$ cat src/design/ast_pkg.sv
// Shared types, codes and character classes for the assembly source tokenizer.
package ast_pkg;

   typedef enum logic [1:0] {
      MODE_IDLE    = 2'd0,
      MODE_NUMBER  = 2'd1,
      MODE_SYMBOL  = 2'd2,
      MODE_COMMENT = 2'd3
   } scan_mode_type;

   typedef enum logic [2:0] {
      KIND_HASH    = 3'd0,
      KIND_DOLLAR  = 3'd1,
      KIND_COLON   = 3'd2,
      KIND_INT     = 3'd3,
      KIND_SYMBOL  = 3'd4,
      KIND_ILLEGAL = 3'd5,
      KIND_EOF     = 3'd6
   } token_kind_type;

   localparam logic [7:0] CHAR_EOT   = 8'h00;
   localparam logic [7:0] CHAR_HASH  = 8'h23;
   localparam logic [7:0] CHAR_DOLLAR = 8'h24;
   localparam logic [7:0] CHAR_COLON = 8'h3A;
   localparam logic [7:0] CHAR_SEMI  = 8'h3B;
   localparam logic [7:0] CHAR_UNDER = 8'h5F;
   localparam logic [7:0] CHAR_LF    = 8'h0A;
   localparam logic [7:0] CHAR_TAB   = 8'h09;
   localparam logic [7:0] CHAR_CR    = 8'h0D;
   localparam logic [7:0] CHAR_SPACE = 8'h20;

   localparam int QUEUE_DEPTH = 4;
   localparam int QPTR_BITS   = 2;
   localparam int QCNT_BITS   = 3;

   typedef struct packed {
      token_kind_type kind;
      logic [15:0]    start;
      logic [15:0]    length;
      logic [7:0]     single_byte;
   } token_type;

   // One queue entry: every token caused by one byte (one or two).
   typedef struct packed {
      logic      two;
      token_type tok0;
      token_type tok1;
   } record_type;

   function automatic logic is_digit(input logic [7:0] c);
      return (c >= 8'h30) && (c <= 8'h39);
   endfunction

   function automatic logic is_letter(input logic [7:0] c);
      return ((c >= 8'h61) && (c <= 8'h7A)) || ((c >= 8'h41) && (c <= 8'h5A));
   endfunction

endpackage

$ cat src/design/ast_channels.sv
// Handshake channels: source bytes in, tokens out.
interface ast_byte_if;
   logic       valid;
   logic       ready;
   logic [7:0] character;
   modport source (output valid, output character, input ready);
   modport sink   (input valid, input character, output ready);
endinterface

interface ast_token_if;
   logic        valid;
   logic        ready;
   logic [2:0]  token_kind;
   logic [15:0] token_start;
   logic [15:0] token_length;
   logic [7:0]  single_byte;
   logic        last;
   modport source (output valid, output token_kind, output token_start,
                   output token_length, output single_byte, output last, input ready);
   modport sink   (input valid, input token_kind, input token_start,
                   input token_length, input single_byte, input last, output ready);
endinterface

$ cat src/design/assembly_source_tokenizer_unit.sv
// Each byte's record is written into the queue, and each of its tokens then goes through
// the output register. One byte per cycle on req_if while the queue has room; one token
// per cycle on rsp_if while ready, so a byte that ends a run and emits a second token
// holds the output for both; a four-record queue between the ends absorbs those bursts.
// Reset (synchronous, active high): scan mode idle, offsets zero, queue and output empty.
module assembly_source_tokenizer_unit import ast_pkg::*; #(
   parameter int OFFSET_BITS = 16
) (
   input  logic        clock,
   input  logic        reset,
   ast_byte_if.sink    req_if,
   ast_token_if.source rsp_if
);

   // front end -> queue
   logic       push;
   record_type push_rec;
   logic       q_full;

   // queue -> back end
   logic       pop;
   logic       q_empty;
   record_type head;

   token_type  out_tok;

   // Mode machine: one byte per cycle while the queue has room.
   ast_front #(
      .OFFSET_BITS (OFFSET_BITS)
   ) u_front (
      .clock    (clock),
      .reset    (reset),
      .in_valid (req_if.valid),
      .in_ready (req_if.ready),
      .in_char  (req_if.character),
      .q_full   (q_full),
      .push     (push),
      .push_rec (push_rec)
   );

   // Records of one or two tokens, one per byte that emits anything.
   ast_queue u_queue (
      .clock    (clock),
      .reset    (reset),
      .push     (push),
      .push_rec (push_rec),
      .full     (q_full),
      .pop      (pop),
      .empty    (q_empty),
      .head     (head)
   );

   // Splits records into single items; last marks a record's final token.
   ast_back u_back (
      .clock     (clock),
      .reset     (reset),
      .q_empty   (q_empty),
      .head      (head),
      .pop       (pop),
      .out_valid (rsp_if.valid),
      .out_ready (rsp_if.ready),
      .out_tok   (out_tok),
      .out_last  (rsp_if.last)
   );

   assign rsp_if.token_kind   = out_tok.kind;
   assign rsp_if.token_start  = out_tok.start;
   assign rsp_if.token_length = out_tok.length;
   assign rsp_if.single_byte  = out_tok.single_byte;

endmodule

$ cat src/design/ast_front.sv
// Front end: scan mode machine, classifies each byte and builds token records.
module ast_front import ast_pkg::*; #(
   parameter int OFFSET_BITS = 16
) (
   input  logic       clock,
   input  logic       reset,
   input  logic       in_valid,
   output logic       in_ready,
   input  logic [7:0] in_char,
   input  logic       q_full,
   output logic       push,
   output record_type push_rec
);

   localparam int EXT_BITS = (OFFSET_BITS > 16) ? OFFSET_BITS : 17;

   scan_mode_type          mode_ff, mode_in;
   logic [OFFSET_BITS-1:0] offset_ff, offset_in;
   logic [OFFSET_BITS-1:0] run_ff, run_in;

   logic           accept;
   logic           run_hit, idle_go, idle_hit, adv, eof;
   token_kind_type run_kind, idle_kind;
   logic [15:0]    idle_len;
   logic [7:0]     idle_byte;
   token_type      run_tok, idle_tok;

   function automatic logic [15:0] sat16(input logic [OFFSET_BITS-1:0] v);
      logic [EXT_BITS-1:0] x;
      x = EXT_BITS'(v);
      return (x > EXT_BITS'(17'h0FFFF)) ? 16'hFFFF : x[15:0];
   endfunction

   assign in_ready = !q_full;
   assign accept   = in_valid && in_ready;

   always_comb begin
      mode_in   = mode_ff;
      offset_in = offset_ff;
      run_in    = run_ff;
      run_hit   = 1'b0;
      run_kind  = KIND_INT;
      idle_go   = 1'b0;
      idle_hit  = 1'b0;
      idle_kind = KIND_ILLEGAL;
      idle_len  = 16'd1;
      idle_byte = in_char;
      adv       = 1'b0;
      eof       = 1'b0;

      case (mode_ff)
         MODE_NUMBER: begin
            if (is_digit(in_char)) begin
               adv = 1'b1;
            end else begin
               run_hit = 1'b1;
               idle_go = 1'b1;
            end
         end
         MODE_SYMBOL: begin
            if (is_letter(in_char) || is_digit(in_char) || in_char == CHAR_UNDER) begin
               adv = 1'b1;
            end else begin
               run_hit  = 1'b1;
               run_kind = KIND_SYMBOL;
               idle_go  = 1'b1;
            end
         end
         MODE_COMMENT: begin
            if (in_char == CHAR_LF) begin
               mode_in = MODE_IDLE;
               adv     = 1'b1;
            end else if (in_char != CHAR_EOT) begin
               adv = 1'b1;
            end else begin
               idle_go = 1'b1;
            end
         end
         default: begin
            idle_go = 1'b1;
         end
      endcase

      if (idle_go) begin
         mode_in = MODE_IDLE;
         if (in_char == CHAR_EOT) begin
            idle_hit  = 1'b1;
            idle_kind = KIND_EOF;
            idle_len  = 16'd0;
            idle_byte = 8'd0;
            eof       = 1'b1;
         end else if (in_char == CHAR_SPACE || in_char == CHAR_TAB ||
                      in_char == CHAR_CR || in_char == CHAR_LF) begin
            adv = 1'b1;
         end else if (in_char == CHAR_HASH) begin
            idle_hit  = 1'b1;
            idle_kind = KIND_HASH;
            adv       = 1'b1;
         end else if (in_char == CHAR_DOLLAR) begin
            idle_hit  = 1'b1;
            idle_kind = KIND_DOLLAR;
            adv       = 1'b1;
         end else if (in_char == CHAR_COLON) begin
            idle_hit  = 1'b1;
            idle_kind = KIND_COLON;
            adv       = 1'b1;
         end else if (in_char == CHAR_SEMI) begin
            mode_in = MODE_COMMENT;
            adv     = 1'b1;
         end else if (is_digit(in_char)) begin
            mode_in = MODE_NUMBER;
            run_in  = offset_ff;
            adv     = 1'b1;
         end else if (is_letter(in_char)) begin
            mode_in = MODE_SYMBOL;
            run_in  = offset_ff;
            adv     = 1'b1;
         end else begin
            idle_hit = 1'b1;
            adv      = 1'b1;
         end
      end

      if (eof) begin
         offset_in = '0;
         run_in    = '0;
      end else if (adv && offset_ff != {OFFSET_BITS{1'b1}}) begin
         offset_in = offset_ff + 1'b1;
      end
   end

   always_comb begin
      run_tok.kind        = run_kind;
      run_tok.start       = sat16(run_ff);
      run_tok.length      = sat16(offset_ff - run_ff);
      run_tok.single_byte = 8'd0;

      idle_tok.kind        = idle_kind;
      idle_tok.start       = sat16(offset_ff);
      idle_tok.length      = idle_len;
      idle_tok.single_byte = idle_byte;

      push_rec.two  = run_hit && idle_hit;
      push_rec.tok0 = run_hit ? run_tok : idle_tok;
      push_rec.tok1 = idle_tok;
      push          = accept && (run_hit || idle_hit);
   end

   always_ff @(posedge clock) begin
      if (reset) begin
         mode_ff   <= MODE_IDLE;
         offset_ff <= '0;
         run_ff    <= '0;
      end else if (accept) begin
         mode_ff   <= mode_in;
         offset_ff <= offset_in;
         run_ff    <= run_in;
      end
   end

endmodule

$ cat src/design/ast_queue.sv
// Short record queue between front end and back end.
module ast_queue import ast_pkg::*; (
   input  logic       clock,
   input  logic       reset,
   input  logic       push,
   input  record_type push_rec,
   output logic       full,
   input  logic       pop,
   output logic       empty,
   output record_type head
);

   record_type             entry_ff [QUEUE_DEPTH];
   logic [QPTR_BITS-1:0]   wr_ff, wr_in;
   logic [QPTR_BITS-1:0]   rd_ff, rd_in;
   logic [QCNT_BITS-1:0]   cnt_ff, cnt_in;
   logic                   do_push, do_pop;

   assign full    = (cnt_ff == QCNT_BITS'(QUEUE_DEPTH));
   assign empty   = (cnt_ff == '0);
   assign head    = entry_ff[rd_ff];
   assign do_push = push && !full;
   assign do_pop  = pop && !empty;

   always_comb begin
      wr_in  = do_push ? wr_ff + 1'b1 : wr_ff;
      rd_in  = do_pop ? rd_ff + 1'b1 : rd_ff;
      cnt_in = cnt_ff;
      if (do_push && !do_pop) begin
         cnt_in = cnt_ff + 1'b1;
      end else if (do_pop && !do_push) begin
         cnt_in = cnt_ff - 1'b1;
      end
   end

   always_ff @(posedge clock) begin
      if (reset) begin
         wr_ff  <= '0;
         rd_ff  <= '0;
         cnt_ff <= '0;
      end else begin
         wr_ff  <= wr_in;
         rd_ff  <= rd_in;
         cnt_ff <= cnt_in;
      end
   end

   always_ff @(posedge clock) begin
      if (do_push) begin
         entry_ff[wr_ff] <= push_rec;
      end
   end

endmodule

$ cat src/design/ast_back.sv
// Back end: unpacks records into single tokens behind an output register.
module ast_back import ast_pkg::*; (
   input  logic       clock,
   input  logic       reset,
   input  logic       q_empty,
   input  record_type head,
   output logic       pop,
   output logic       out_valid,
   input  logic       out_ready,
   output token_type  out_tok,
   output logic       out_last
);

   logic      valid_ff, valid_in;
   token_type tok_ff, tok_in;
   logic      last_ff, last_in;
   logic      sel_ff, sel_in;
   logic      load, take, fin;

   always_comb begin
      load     = !valid_ff || out_ready;
      take     = load && !q_empty;
      fin      = sel_ff || !head.two;
      pop      = take && fin;
      tok_in   = sel_ff ? head.tok1 : head.tok0;
      last_in  = fin;
      sel_in   = take ? !fin : sel_ff;
      valid_in = take ? 1'b1 : (load ? 1'b0 : valid_ff);
   end

   always_ff @(posedge clock) begin
      if (reset) begin
         valid_ff <= 1'b0;
         sel_ff   <= 1'b0;
      end else begin
         valid_ff <= valid_in;
         sel_ff   <= sel_in;
      end
   end

   always_ff @(posedge clock) begin
      if (take) begin
         tok_ff  <= tok_in;
         last_ff <= last_in;
      end
   end

   assign out_valid = valid_ff;
   assign out_tok   = tok_ff;
   assign out_last  = last_ff;

endmodule

$ cat src/flat_wrapper.sv
// flat-port wrapper written by rule: the top's interface ports become plain ports
module assembly_source_tokenizer_unit_flat import ast_pkg::*;
#(
   parameter int OFFSET_BITS = 16
)
  (clock, reset, req_if_valid, req_if_character, req_if_ready, rsp_if_valid, rsp_if_token_kind, rsp_if_token_start, rsp_if_token_length, rsp_if_single_byte, rsp_if_last, rsp_if_ready);
  ast_byte_if req_if_i ();
  ast_token_if rsp_if_i ();
  input  logic clock;
  input  logic reset;
  input wire logic [$bits(req_if_i.valid)-1:0] req_if_valid;
  input wire logic [$bits(req_if_i.character)-1:0] req_if_character;
  output wire logic [$bits(req_if_i.ready)-1:0] req_if_ready;
  output wire logic [$bits(rsp_if_i.valid)-1:0] rsp_if_valid;
  output wire logic [$bits(rsp_if_i.token_kind)-1:0] rsp_if_token_kind;
  output wire logic [$bits(rsp_if_i.token_start)-1:0] rsp_if_token_start;
  output wire logic [$bits(rsp_if_i.token_length)-1:0] rsp_if_token_length;
  output wire logic [$bits(rsp_if_i.single_byte)-1:0] rsp_if_single_byte;
  output wire logic [$bits(rsp_if_i.last)-1:0] rsp_if_last;
  input wire logic [$bits(rsp_if_i.ready)-1:0] rsp_if_ready;
  assign req_if_i.valid = req_if_valid;
  assign req_if_i.character = req_if_character;
  assign req_if_ready = req_if_i.ready;
  assign rsp_if_valid = rsp_if_i.valid;
  assign rsp_if_token_kind = rsp_if_i.token_kind;
  assign rsp_if_token_start = rsp_if_i.token_start;
  assign rsp_if_token_length = rsp_if_i.token_length;
  assign rsp_if_single_byte = rsp_if_i.single_byte;
  assign rsp_if_last = rsp_if_i.last;
  assign rsp_if_i.ready = rsp_if_ready;
  assembly_source_tokenizer_unit #(.OFFSET_BITS(OFFSET_BITS)) u_core (.clock(clock), .reset(reset), .req_if(req_if_i), .rsp_if(rsp_if_i));
endmodule
$ cat config.mk
export PLATFORM = sky130hd
export DESIGN_NAME = assembly_source_tokenizer_unit_flat
export DESIGN_NICKNAME = d
export VERILOG_FILES = /design/src/design/ast_pkg.sv /design/src/design/ast_channels.sv /design/src/design/assembly_source_tokenizer_unit.sv /design/src/design/ast_front.sv /design/src/design/ast_queue.sv /design/src/design/ast_back.sv /design/src/flat_wrapper.sv
export SDC_FILE = /design/constraint.sdc
export NUM_CORES = 1
export LEC_CHECK = 0
export CORE_AREA = 2 2 169 171
export DETAILED_ROUTE_END_ITERATION = 12
export DIE_AREA = 0 0 171 173
export DONT_BUFFER_PORTS = 1
export PLACE_DENSITY = 0.75
export SLEW_MARGIN = 20
export SYNTH_ARGS = -nofsm -noshare
export SYNTH_HDL_FRONTEND = slang
export SYNTH_SLANG_ARGS = --single-unit
$ cat constraint.sdc
create_clock -name clock -period 3.8 [get_ports clock]
set_input_delay 0.38 -clock clock [delete_from_list [all_inputs] [get_ports clock]]
set_output_delay 0.38 -clock clock [all_outputs]
set_load 0.01 [all_outputs]
After elaboration in Yosys (flattened, before gate mapping)
Memory sizes are Yosys's and may differ from the RTL's. A register that Yosys moved wholly into a read port is not among the register bits.
Index checks and enable logic that the tools add are counted.

cells by class
  add/sub/neg operators = 6
  $mul = 0
  div/mod/pow operators = 0
  order comparisons = 6
  equal/unequal tests = 20
  shift operators = 0
  muxes and demuxes = 69
  bitwise gates (word level) = 0
  reductions and logical operators = 42

operators with widths
  operator                                                                           count
  16-bit two-way mux                                                                 12
  43-bit two-way mux                                                                 2
  8-bit by 6-bit == test with 1-bit output (second input constant)                   5
  3-bit two-way mux                                                                  10
  1-bit two-way mux                                                                  27
  2-bit two-way mux                                                                  13
  8-bit by 4-bit == test with 1-bit output (second input constant)                   3
  16-bit by 1-bit adder with 16-bit output (second input constant)                   1
  8-bit by 7-bit >= comparator with 1-bit output (second input constant)             2
  8-bit by 7-bit less-or-equal comparator with 1-bit output (second input constant)  2
  8-bit two-way mux                                                                  2
  16-bit inequality test (second input constant)                                     1
  16-bit subtractor                                                                  1
  1-bit logical AND                                                                  13
  2-bit inequality test (second input constant)                                      6
  2-bit nonzero test                                                                 6
  1-bit logical OR                                                                   9
  9-bit AND reduction                                                                1
  8-bit by 7-bit == test with 1-bit output (second input constant)                   1
  8-bit by 6-bit >= comparator with 1-bit output (second input constant)             1
  8-bit by 6-bit less-or-equal comparator with 1-bit output (second input constant)  1
  8-bit logical NOT                                                                  1
  8-bit nonzero test                                                                 1
  1-bit logical NOT                                                                  7
  other kinds (12)                                                                   15

word-level totals
  register bits = 87
  bits in latches = 0
  bits in writable memories = 288
  bits in read-only memories = 0
  bits of input ports = 12
  memories kept = 1

memories
  memory                   depth  width  read ports  clocked after memory_dff  wr ports  RTL line         source
  u_core.u_queue.entry_ff  4      72     1           1                         1         ast_queue.sv:13  record_type entry_ff [QUEUE_DEPTH];

Logic depth before layout (Yosys ltp)
Gate-level depths: netlist of the first run.

  word-level depth = 19
  gate-level depth with buffers = 14

Modules after synthesis
A second synthesis of the first run with hierarchy kept.

unflattened totals
  cell total of the unflattened synthesis = 1,035
  area total of the unflattened synthesis = 18,124.9 um^2

modules (own cells, without submodules)
  module     instances  cells each  area an instance (um^2)  sequential area each (um^2)
  ast_queue  1          503         13,012.5                 10,630.2
  ast_front  1          429         3,180.6                  680.7
  ast_back   1          103         1,931.9                  1,361.3

Worst setup path before layout of the first run
OpenSTA, ideal clock, no wires.

  kind = reg-to-reg
  start point = reg u_core.u_queue.cnt_ff[0]
  end point = reg u_core.u_queue.cnt_ff[2]
  library setup time = 0.071 ns
  data arrival time = 4.072 ns
  data required time = 3.729 ns
  setup slack = -0.342 ns
  stages on the path, launching flop included = 11
  cells stage by stage = dfxtp_1 nor3_1 a21oi_1 and2_1 inv_1 ha_1 inv_1 fa_1 xor2_1 or3_1 a21oi_1

between the ends
  longest elaborated chain between the ends = 8
  elaborated cells between the ends (all ways) = 19
  classes of those cells = 2 x add/sub; 1 x eq/ne; 2 x mux; 14 x reduce/logical

RTL lines
  element                                                  RTL line         source
  from (decl)                                              ast_queue.sv:16  logic [QCNT_BITS-1:0] cnt_ff, cnt_in;
  from (signal assigned)                                   ast_queue.sv:44  cnt_ff <= cnt_in;
  3-bit logical NOT *                                      ast_queue.sv:20  assign empty = (cnt_ff == '0);
  1-bit logical NOT *                                      ast_back.sv:22   take = load && !q_empty;
  1-bit logical AND *                                      ast_back.sv:22
  via u_core.u_back.take                                   ast_back.sv:18   logic load, take, fin;
  1-bit logical AND *                                      ast_back.sv:24   pop = take && fin;
  1-bit logical AND *                                      ast_queue.sv:23  assign do_pop = pop && !empty;
  1-bit logical NOT                                        ast_queue.sv:29  if (do_push && !do_pop) begin
  1-bit logical AND                                        ast_queue.sv:29
  3-bit two-way mux or 2-bit nonzero test (tied branches)  --

Mark *: on every way through the listed nets, which the timed path passes. The rest lies on a longest branch. The select of a mux whose other input is x is not followed.
A chain may end at the register's enable or synchronous reset.

Worst setup path in the final report of the first run
  start point = reg u_core.u_front.mode_ff[1]
  end point = reg u_core.u_queue.cnt_ff[2]

between the ends
  longest elaborated chain between the ends = 9
  elaborated cells between the ends (all ways) = 14
  classes of those cells = 3 x eq/ne; 4 x mux; 7 x reduce/logical

RTL lines
  element                                                                    RTL line          source
  from (decl)                                                                ast_front.sv:17   scan_mode_type mode_ff, mode_in;
  from (signal assigned)                                                     ast_front.sv:155  mode_ff <= mode_in;
  2-bit == test or 2-bit by 1-bit == test with 1-bit output (tied branches)  ast_front.sv:51   case (mode_ff)
  1-bit case mux with 3 select lines                                         ast_front.sv:51
  1-bit two-way mux                                                          ast_front.sv:84   if (idle_go) begin
  1-bit logical OR *                                                         ast_front.sv:146  push = accept && (run_hit || idle_hit);
  1-bit logical AND *                                                        ast_front.sv:146
  1-bit logical AND *                                                        ast_queue.sv:22   assign do_push = push && !full;
  via u_core.u_queue.do_push                                                 ast_queue.sv:17   logic do_push, do_pop;
  1-bit logical NOT                                                          ast_queue.sv:31   end else if (do_pop && !do_push) begin
  1-bit logical AND                                                          ast_queue.sv:31
  2-bit nonzero test (no line)                                               --

Mark *: on every way through the listed nets, which the timed path passes. The rest lies on a longest branch.

==> flow_summary_export.csv, run 1 <==
group,metric,value,unit
layout,multi_input_area,4481,um^2
sta,max-slew-margin-rel,0.2619,
detailed_routing,wl,29620,um
die,die_area,29580,um^2
global_route,antenna_found_initial,0,
layout,fillers,1989,
synthesis,synth-seq-area-share,0.6937,
synthesis,ys_warn_count,0,
detailed_routing,dr_wl_met2,14020,um
cts,cts-buffers-inserted,38,
cts,hold_buffers,9,
synthesis,synth_seq_cells,377,
cts,clock_sinks,377,
synthesis,yosysTopAreaCellShare,0.6362,
global_route,grt_remaining_overflow,0,
sta,grt_setup_unrepaired,"no",
worst_setup_path,crit_chain,"inv_1 -> ha_1 -> a21bo_2 -> nand3_1 -> nand4bb_1 -> a21o_1 -> inv_2 -> ha_1 -> inv_1 -> fa_1 -> xor2_1 -> or3_1 -> a21oi_1",
placement,place_congestion,0.8538,
layout,register_area,10880,um^2
sta,maxSlewViolCount,0,
worst_hold_path,hold_path.class,"in -> reg",
cts,cts_setup_buffers,0,
detailed_routing,routedWlPerCell,21.59,um
synthesis,yosysTopAreaCell,"edfxtp_1",
cts,cts_max_path_buffers,3,
synthesis,syn-num-nets,991,
cts,htreeDepth,2,
sta,setup_ws,0.9693,ns
worst_setup_path,cp_slowest_cell,"fa_1",
synthesis,synthArstFlopShare,0,
power_and_ir_drop,leakage,5.518,nW
cts,post_cts_resized,0,
global_route,grt_max_degree,72,
sta,period_minus_slack,2.831,ns
detailed_routing,first_pass_iters,5,
die,start_util,0.5672,
sta,min_period_over_period,0.7449,
worst_setup_path,critPathLaunchType,"flip-flop",
run_status,status,"complete, no violations",
synthesis,syn_avg_cell_area,16.46,um^2
worst_setup_path,cp.required,4.24,ns
sta,fmax,0.3533,GHz
detailed_routing,vias,8164,
detailed_routing,met3_length,1624,um
die,coreArea,27630,um^2
synthesis,yosysUniqueCellTypes,66,
power_and_ir_drop,vdd_drop_max,0.6552,mV
sta,holdWs,0.05146,ns
cts,root_buffer,"clkbuf_16",
global_route,grt_pass1_vias,8105,
detailed_routing,drtIter0Drc,656,
die,rows,61,
placement,port-buffer-count,0,
die,ios,58,
worst_setup_path,worstPathArrival,3.27,ns
cts,cts_tree,"built",
detailed_routing,drc,0,
synthesis,ys.flop_type,"edfxtp_1",
layout,final_common_cell,"edfxtp_1",
worst_setup_path,critical_path_class,"reg -> reg",
cts,cts.clk_slew.worst_paths,0.06,ns
layout,finalNetCount,1008,
synthesis,syn-cell-area,15670,um^2
worst_setup_path,slowest_delay,0.37,ns
global_route,track_usage,0.2065,
worst_setup_path,cp_max_fo,6,
power_and_ir_drop,cellPowerDensity,638.6,nW/um^2
layout,syn_to_final_growth,11.37,%
detailed_routing,routed_via_density,5.950,
global_route,grt_pass1_wl,46620,um
synthesis,syn_inst,952,
sta,hold_viol,0,
placement,hpwlAfterDp,17830,um
sta,finalSetupViolations,0,
layout,n_antenna_cell,0,
detailed_routing,top_layer_used,"met4",
layout,layout-drive-gt1-share,0.2042,
die,die-height,173,um
synthesis,synth_area_leaders,"edfxtp_1, mux4_2, dfxtp_1",
detailed_routing,wl_met1,13540,um
die,fp.dieW,171,um
worst_setup_path,end_kind,"flip-flop",
run,drv_cap,0,
sta,fin_setup_tns,0,ns
layout,final_cell_mix,"edfxtp_1, mux4_2, nor2_1",
placement,post-place-ws,0.5628,ns
sta,fin_skew,0.01400,ns
detailed_routing,ant_nets,0,
synthesis,synth_edf_count,332,
sta,worst_pin_slew,1.103,ns
cts,clk_latency,0.52,ns
[cell usage after synthesis, drive strengths merged, types with 4 or more instances]
cell,count
nor2b,17
o21ai,41
nand4,18
mux2i,4
buf,17
a21o,5
or3,4
ha,25
mux2,30
nor2,54
edfxtp,332
xor2,8
nand2b,10
nand3,11
or4,5
mux4,72
nand2,41
a21oi,34
dfxtp,45
clkbuf,36
inv,33
nor4,12
xnor2,20
and2,15
a31oi,4
o22ai,4
nor3,13
[area by class of cell]
type / instances / share of cell area
clock buffers: 47 / 0.05936
clock inverters: 18 / 0.009320
inverters: 33 / 0.007097
multi-input cells: 489 / 0.2567
flip-flops and latches: 377 / 0.6233
well taps: 378 / 0.02710
repair buffers: 30 / 0.01706
[per-stage QoR]
step                      area [um^2]  cells    util  power [W]
after floorplan                 15680    952       -   0.007113
after global placement          16160   1298  0.5850   0.007638
after detailed placement        16160   1298  0.5850   0.007654
after CTS                       17450   1372  0.6317    0.01128
after global routing            17450   1372  0.6317    0.01166
final                           17450   1372  0.6317    0.01115
[kinds of logic (layout without fill, tap and decap cells)]
kind of cell / Yosys count / in the layout / share of synthesized area
compound gates: 119 / 119 / 0.05006
xor+xnor: 28 / 28 / 0.01565
fa+ha+maj: 27 / 27 / 0.02252
buf+inv: 86 / 128 / 0.02180
flops: 377 / 377 / 0.6937
mux: 106 / 106 / 0.1278
simple gates: 209 / 209 / 0.06850
[registers in the layout (all words and copies together), names as in the netlist, 2 cells and up, named ones only]
signal and cells:
u_core.u_queue.entry_ff 288, u_core.u_queue.cnt_ff 3, u_core.u_queue.wr_ff 2, u_core.u_back.out_tok 43, u_core.u_front.offset_ff 16, u_core.u_front.mode_ff 2, u_core.u_front.run_ff 16, u_core.u_queue.rd_ff 2
[power breakdown]
part	switching, W	total [W]	leakage (nW)	internal [W]
combinational	0.00103	0.00199	1.53	0.000954
clock	0.00147	0.00360	0.594	0.00213
sequential	0.000360	0.00556	3.39	0.00520
[final timing paths]
check                            startpoint                        end  slack [ns]  cells past startpoint
setup / recovery  u_core.u_front.mode_ff[1]   u_core.u_queue.cnt_ff[2]        0.97                     13
hold / removal                        reset    u_core.u_queue.wr_ff[1]        0.05                      2
setup reg to reg  u_core.u_front.mode_ff[1]   u_core.u_queue.cnt_ff[2]        0.97                     13
hold reg to reg   u_core.u_front.run_ff[11]  u_core.u_front.run_ff[11]        0.47                      2
[per-layer routing]
metal,GRT usage,vias to the layer above
met4,0.04979,0
met5,0,-
met2,0.3194,244
met3,0.03822,32
li1,-,3729
met1,0.3085,4159
[worst max-delay path: cells and delay by family (launching register included)]
kind	cells	cell delay, ns
AOI/OAI and AO/OA	3	0.69
xor gates and xnor gates	1	0.18
buffers and inverters	3	0.25
DFF	1	0.34
adders and majority gates	3	0.73
and+or+nand+nor	3	0.56
No activity file was read; power rests on OpenSTA's default activity.
==> run 2: changes to the inputs <==
--- a/config.mk
+++ b/config.mk
@@ -5,11 +5,11 @@
 export SDC_FILE = /design/constraint.sdc
 export NUM_CORES = 1
 export LEC_CHECK = 0
-export CORE_AREA = 2 2 169 171
+export CORE_AREA = 2 2 161 163
 export DETAILED_ROUTE_END_ITERATION = 12
-export DIE_AREA = 0 0 171 173
+export DIE_AREA = 0 0 163 165
 export DONT_BUFFER_PORTS = 1
-export PLACE_DENSITY = 0.75
+export PLACE_DENSITY = 0.78
 export SLEW_MARGIN = 20
 export SYNTH_ARGS = -nofsm -noshare
 export SYNTH_HDL_FRONTEND = slang
==> constraint.sdc (replaced) <==
create_clock -name clock -period 2.95 [get_ports clock]
set_input_delay 0.295 -clock clock [delete_from_list [all_inputs] [get_ports clock]]
set_output_delay 0.295 -clock clock [all_outputs]
set_load 0.01 [all_outputs]
==> run 2 against run 1 <==
Cell area rose by 0.90%; flip-flop and latch count stayed put; largest power group unchanged; clock power is 34% higher; routed wire length up 3.5%; first-iteration DRC count up 7.5%; die area decreased by 9.1%.
==> flow_summary_export.csv, run 2 (synthesis gave the netlist of run 1 again) <==
group,metric,value,unit
global_route,grt_pass1_wl,48110,um
sta,grt_setup_unrepaired,"no",
die,ios,58,
detailed_routing,routedWlPerCell,22.88,um
layout,top_register,"u_core.u_queue.entry_ff",
layout,layout-drive-gt1-share,0.2099,
global_route,grt_pass1_vias,8489,
layout,finalNetCount,1020,
cts,cts_tree,"built",
sta,holdWs,0.01371,ns
die,coreArea,25040,um^2
cts,htreeDepth,2,
cts,cts_max_path_buffers,3,
placement,port-buffer-count,0,
layout,finalInstanceArea,17610,um^2
worst_setup_path,critical_path_class,"reg -> reg",
sta,fin_setup_tns,0,ns
global_route,track_usage,0.2385,
detailed_routing,vias,8331,
power_and_ir_drop,leakage,5.599,nW
detailed_routing,wl,30660,um
sta,period_minus_slack,2.803,ns
power_and_ir_drop,vdd_drop_max,1.082,mV
worst_setup_path,end_kind,"flip-flop",
sta,fin_skew,0.01773,ns
worst_setup_path,worstPathArrival,3.09,ns
layout,syn_to_final_growth,12.37,%
placement,place_congestion,0.8807,
global_route,grt_max_degree,72,
layout,final_cell_mix,"edfxtp_1, mux4_2, nor2_1",
sta,finalSetupViolations,0,
worst_hold_path,hold_path.class,"in -> reg",
global_route,antenna_found_initial,0,
worst_setup_path,crit_start,"u_core.u_front.offset_ff[6]",
worst_setup_path,crit_chain,"ha_1 -> a21o_1 -> a211oi_1 -> a31oi_1 -> o31ai_1 -> mux2i_1",
run,drv_cap,0,
die,die_area,26900,um^2
power_and_ir_drop,power,0.01466,W
worst_setup_path,slowest_delay,0.53,ns
run_status,status,"complete, no violations",
detailed_routing,ant_nets,0,
cts,clock_sinks,377,
cts,clk_latency,0.53,ns
cts,root_buffer,"clkbuf_16",
sta,fmax,0.3567,GHz
worst_hold_path,hp-start,"rsp_if_ready",
sta,max-slew-margin-rel,0.3091,
layout,fillers,1578,
sta,maxSlewViolCount,0,
cts,cts_setup_buffers,0,
detailed_routing,drtIter0Drc,705,
worst_setup_path,cp.required,3.24,ns
layout,n_antenna_cell,0,
sta,worst_pin_slew,1.036,ns
layout,largest_reg_flops,288,
detailed_routing,first_pass_iters,5,
placement,hpwlAfterDp,18130,um
power_and_ir_drop,cellPowerDensity,832.6,nW/um^2
die,die-height,165,um
layout,final_common_cell,"edfxtp_1",
detailed_routing,drc,0,
layout,register_area,10880,um^2
die,fp.dieW,163,um
worst_setup_path,cp_slowest_cell,"dfxtp_1",
detailed_routing,routed_via_density,6.217,
die,start_util,0.6259,
global_route,grt_remaining_overflow,0,
placement,placed_area,16270,um^2
cts,cts-buffers-inserted,39,
sta,hold_viol,0,
worst_setup_path,critPathLaunchType,"flip-flop",
die,rows,58,
sta,min_period_over_period,0.9503,
layout,fin_util,0.7034,
worst_setup_path,reg2reg_from,"u_core.u_front.offset_ff[6]",
layout,multi_input_area,4481,um^2
worst_setup_path,cp_max_fo,9,
cts,cts.clk_slew.worst_paths,0.06,ns
## run 2: cell count changes in the layout (fill, tap and decap cells not counted)
cell	before	now
clkinvlp_4	0	2
buf_4	17	21
buf_12	4	11
clkinv_2	8	4
dlygate4sd3_1	9	8
bufinv_16	3	5
buf_2	0	1
clkbuf_8	3	1
clkbuf_1	5	13
clkinvlp_2	1	0
## run 2: worst max-delay path, delay by kind of cell, from the launching register on
kind | cells | cell delay, ns
multiplexers | 1 | 0.42
flip-flops | 1 | 0.53
adder cells (fa/ha/maj) | 1 | 0.35
AO/OA/AOI/OAI | 4 | 1.26
## run 2: final cells by class
| class | count | share of cell area |
|---|---|---|
| flip-flops and latches | 377 | 0.6178 |
| multi-input cells | 489 | 0.2544 |
| inverters | 33 | 0.007034 |
| well taps | 330 | 0.02345 |
| clock inverters | 17 | 0.01208 |
| clock buffers | 53 | 0.05897 |
| repair buffers | 41 | 0.02629 |
## run 2: what timing repair did
action,in CTS,in global routing
gates resized for setup,0,0
endpoints found under the hold margin,61,0
hold buffers,9,0
## run 2: metal layers
| layer | share of wire | routed length (um) | global-route usage | vias up |
|---|---|---|---|---|
| li1 | - | - | - | 3766 |
| met1 | 0.45 | 13660 | 0.3463 | 4248 |
| met2 | 0.48 | 14640 | 0.3806 | 271 |
| met3 | 0.059 | 1811 | 0.04093 | 46 |
| met4 | 0.018 | 548 | 0.06516 | 0 |
| met5 | 0 | 0 | 0 | - |
## run 2: final timing paths
check / end / slack (ns) / cells past startpoint
setup / recovery: u_core.u_queue.entry_ff[3][49] / 0.15 / 6
hold / removal: u_core.u_back.out_valid / 0.01 / 3
setup reg to reg: u_core.u_queue.entry_ff[3][49] / 0.15 / 6
hold reg to reg: u_core.u_front.run_ff[1] / 0.48 / 2
## run 2: metrics by stage
step	worst slack, ns	std cells
global route	0.03934	1340
finish	0.1467	1340
CTS	0.1841	1340
floorplan	-0.2470	952
detailed placement	-0.02251	1261
global placement	0.01186	1261
## run 2: power by group
group / switching, W / internal (W)
Sequential: 0.000386 / 0.00670
Clock: 0.00193 / 0.00291
Combinational: 0.00145 / 0.00129
Total: 0.00376 / 0.0109
==> run 3: changes to the inputs <==
--- a/config.mk
+++ b/config.mk
@@ -5,11 +5,11 @@
 export SDC_FILE = /design/constraint.sdc
 export NUM_CORES = 1
 export LEC_CHECK = 0
-export CORE_AREA = 2 2 161 163
+export CORE_AREA = 2 2 159 161
 export DETAILED_ROUTE_END_ITERATION = 12
-export DIE_AREA = 0 0 163 165
+export DIE_AREA = 0 0 161 163
 export DONT_BUFFER_PORTS = 1
-export PLACE_DENSITY = 0.78
+export PLACE_DENSITY = 0.8
 export SLEW_MARGIN = 20
 export SYNTH_ARGS = -nofsm -noshare
 export SYNTH_HDL_FRONTEND = slang
==> constraint.sdc (replaced) <==
create_clock -name clock -period 3.5 [get_ports clock]
set_input_delay 0.35 -clock clock [delete_from_list [all_inputs] [get_ports clock]]
set_output_delay 0.35 -clock clock [all_outputs]
set_load 0.01 [all_outputs]
==> run 3 against run 2 <==
Flip-flop and latch count unchanged; fmax down 2.6%; final cell count down 1.0%; register-to-register slack better by 0.47 ns; combinational power shrank 19%; die area is 2.4% lower; critical path depth grew 7; non-clock buffer count decreased by 14; count of clock-buffer cells in the layout is 5 lower; sequential power fell by 15%; clock skew is 0.00060 ns higher; critical endpoint is now u_core.u_queue.cnt_ff[2]; largest cell class unchanged.
==> flow_summary_export.csv, run 3 (synthesis gave the netlist of run 1 again) <==
group,metric,value,unit
run_status,status,"complete, no violations",
detailed_routing,drc,0,
die,fp.dieW,161,um
worst_setup_path,reg2reg_from,"u_core.u_front.mode_ff[0]",
layout,layout-drive-gt1-share,0.2008,
die,die-height,163,um
run,drv_cap,0,
die,coreArea,24670,um^2
global_route,antenna_found_initial,0,
worst_setup_path,cp.required,3.95,ns
sta,worst_pin_slew,1.083,ns
worst_setup_path,worstPathArrival,3.32,ns
power_and_ir_drop,vdd_drop_max,0.9663,mV
detailed_routing,wl,30300,um
detailed_routing,vias,8351,
power_and_ir_drop,leakage,5.534,nW
placement,place_congestion,0.9248,
sta,hold_viol,0,
layout,n_antenna_cell,0,
layout,syn_to_final_growth,11.51,%
die,ios,58,
layout,top_register,"u_core.u_queue.entry_ff",
worst_setup_path,cp_max_fo,7,
layout,final_cell_mix,"edfxtp_1, mux4_2, nor2_1",
detailed_routing,first_pass_iters,5,
cts,htreeDepth,2,
placement,placed_area,16130,um^2
cts,cts.clk_slew.worst_paths,0.07,ns
detailed_routing,routedWlPerCell,22.85,um
cts,cts_max_path_buffers,3,
sta,grt_setup_unrepaired,"no",
sta,period_minus_slack,2.878,ns
cts,root_buffer,"clkbuf_16",
global_route,grt_pass1_vias,8589,
sta,min_period_over_period,0.8224,
cts,cts_setup_buffers,0,
worst_setup_path,end_kind,"flip-flop",
cts,post_cts_resized,0,
cts,cts-buffers-inserted,38,
worst_setup_path,crit_start,"u_core.u_front.mode_ff[0]",
die,die_area,26240,um^2
detailed_routing,drtIter0Drc,956,
power_and_ir_drop,cellPowerDensity,704.0,nW/um^2
worst_setup_path,critical_path_class,"reg -> reg",
die,start_util,0.6351,
sta,fmax,0.3474,GHz
detailed_routing,routed_via_density,6.298,
global_route,grt_pass1_wl,47900,um
global_route,grt_remaining_overflow,0,
sta,finalSetupViolations,0,
layout,finalInstanceArea,17480,um^2
layout,final_common_cell,"edfxtp_1",
placement,hpwlAfterDp,18020,um
die,rows,58,
cts,cts_tree,"built",
sta,fin_skew,0.01833,ns
sta,max-slew-margin-rel,0.2782,
layout,finalNetCount,1005,
layout,largest_reg_flops,288,
cts,clk_latency,0.52,ns
global_route,track_usage,0.2383,
detailed_routing,ant_nets,0,
worst_hold_path,hp-start,"reset",
cts,clock_sinks,377,
global_route,grt_max_degree,72,
sta,maxSlewViolCount,0,
worst_setup_path,critPathLaunchType,"flip-flop",
worst_hold_path,hold_path.class,"in -> reg",
placement,port-buffer-count,0,
sta,fin_setup_tns,0,ns
## run 3: cell count changes in the layout (fill, tap and decap cells not counted)
cell and change:
clkbuf_16 +2, clkinvlp_4 -1, clkinv_2 +2, clkinv_4 +1, buf_12 -3, clkbuf_8 -1, dfxtp_2 +1, clkinv_1 +4
dfxtp_4 -1, buf_4 -11, clkbuf_1 -6, bufinv_16 -1
## run 3: metrics by stage
step / util / setup WS (ns) / power [W] / std cells / hold WS (ns)
floorplan: - / 0.2480 / 0.007723 / 952 / 0.4497
global placement: 0.6537 / 0.3737 / 0.008275 / 1247 / 0.4216
detailed placement: 0.6537 / 0.2872 / 0.008347 / 1247 / 0.4212
CTS: 0.7085 / 0.6422 / 0.01242 / 1326 / 0.006931
global route: 0.7083 / 0.4225 / 0.01280 / 1326 / 0.02031
finish: 0.7083 / 0.6216 / 0.01230 / 1326 / 0.02736
## run 3: power breakdown
part           switching (W)  leakage [nW]  total (W)  internal [W]
sequential          0.000381          3.39    0.00603       0.00565
clock                0.00162         0.616    0.00405       0.00243
combinational        0.00117          1.53    0.00222       0.00105
## run 3: path summary, 6_finish.rpt
| kind | end | slack [ns] | depth (start not counted) |
|---|---|---|---|
| worst min register to register | u_core.u_front.run_ff[10] | 0.47 | 2 |
| worst max-delay path | u_core.u_queue.cnt_ff[2] | 0.62 | 13 |
| worst max register to register | u_core.u_queue.cnt_ff[2] | 0.62 | 13 |
| worst min-delay path | u_core.u_queue.wr_ff[1] | 0.03 | 2 |
## run 3: final cells by class
| class | instances | area, um^2 |
|---|---|---|
| clock buffers | 48 | 1052 |
| multi-input cells | 489 | 4481 |
| flip-flops and latches | 377 | 10880 |
| clock inverters | 22 | 209.0 |
| fillers | 1524 | 7198 |
| repair buffers | 27 | 320.3 |
| inverters | 33 | 123.9 |
| well taps | 330 | 412.9 |
## run 3: what timing repair did
action,CTS,global route
hold buffers,9,0
setup endpoints to repair,0,0
hold endpoints to repair,59,0
## run 3: critical path: stages, from the launching register on
cell and delay, ns:
dfxtp_1 0.34, inv_1 0.09, ha_1 0.21, o41a_1 0.23
o211ai_4 0.13, a21bo_1 0.20, a21o_1 0.21, inv_2 0.12
ha_1 0.20, inv_1 0.06, fa_1 0.38, xor2_1 0.19
or3_1 0.31, a21oi_1 0.13
## run 3: per-layer routing
metal  GRT usage  vias up  wire [um]
li1            -     3720          -
met1      0.3483     4250      13230
met2      0.3800      323      14540
met3     0.03998       58       1969
met4     0.06615        0        559
met5           0        -          0
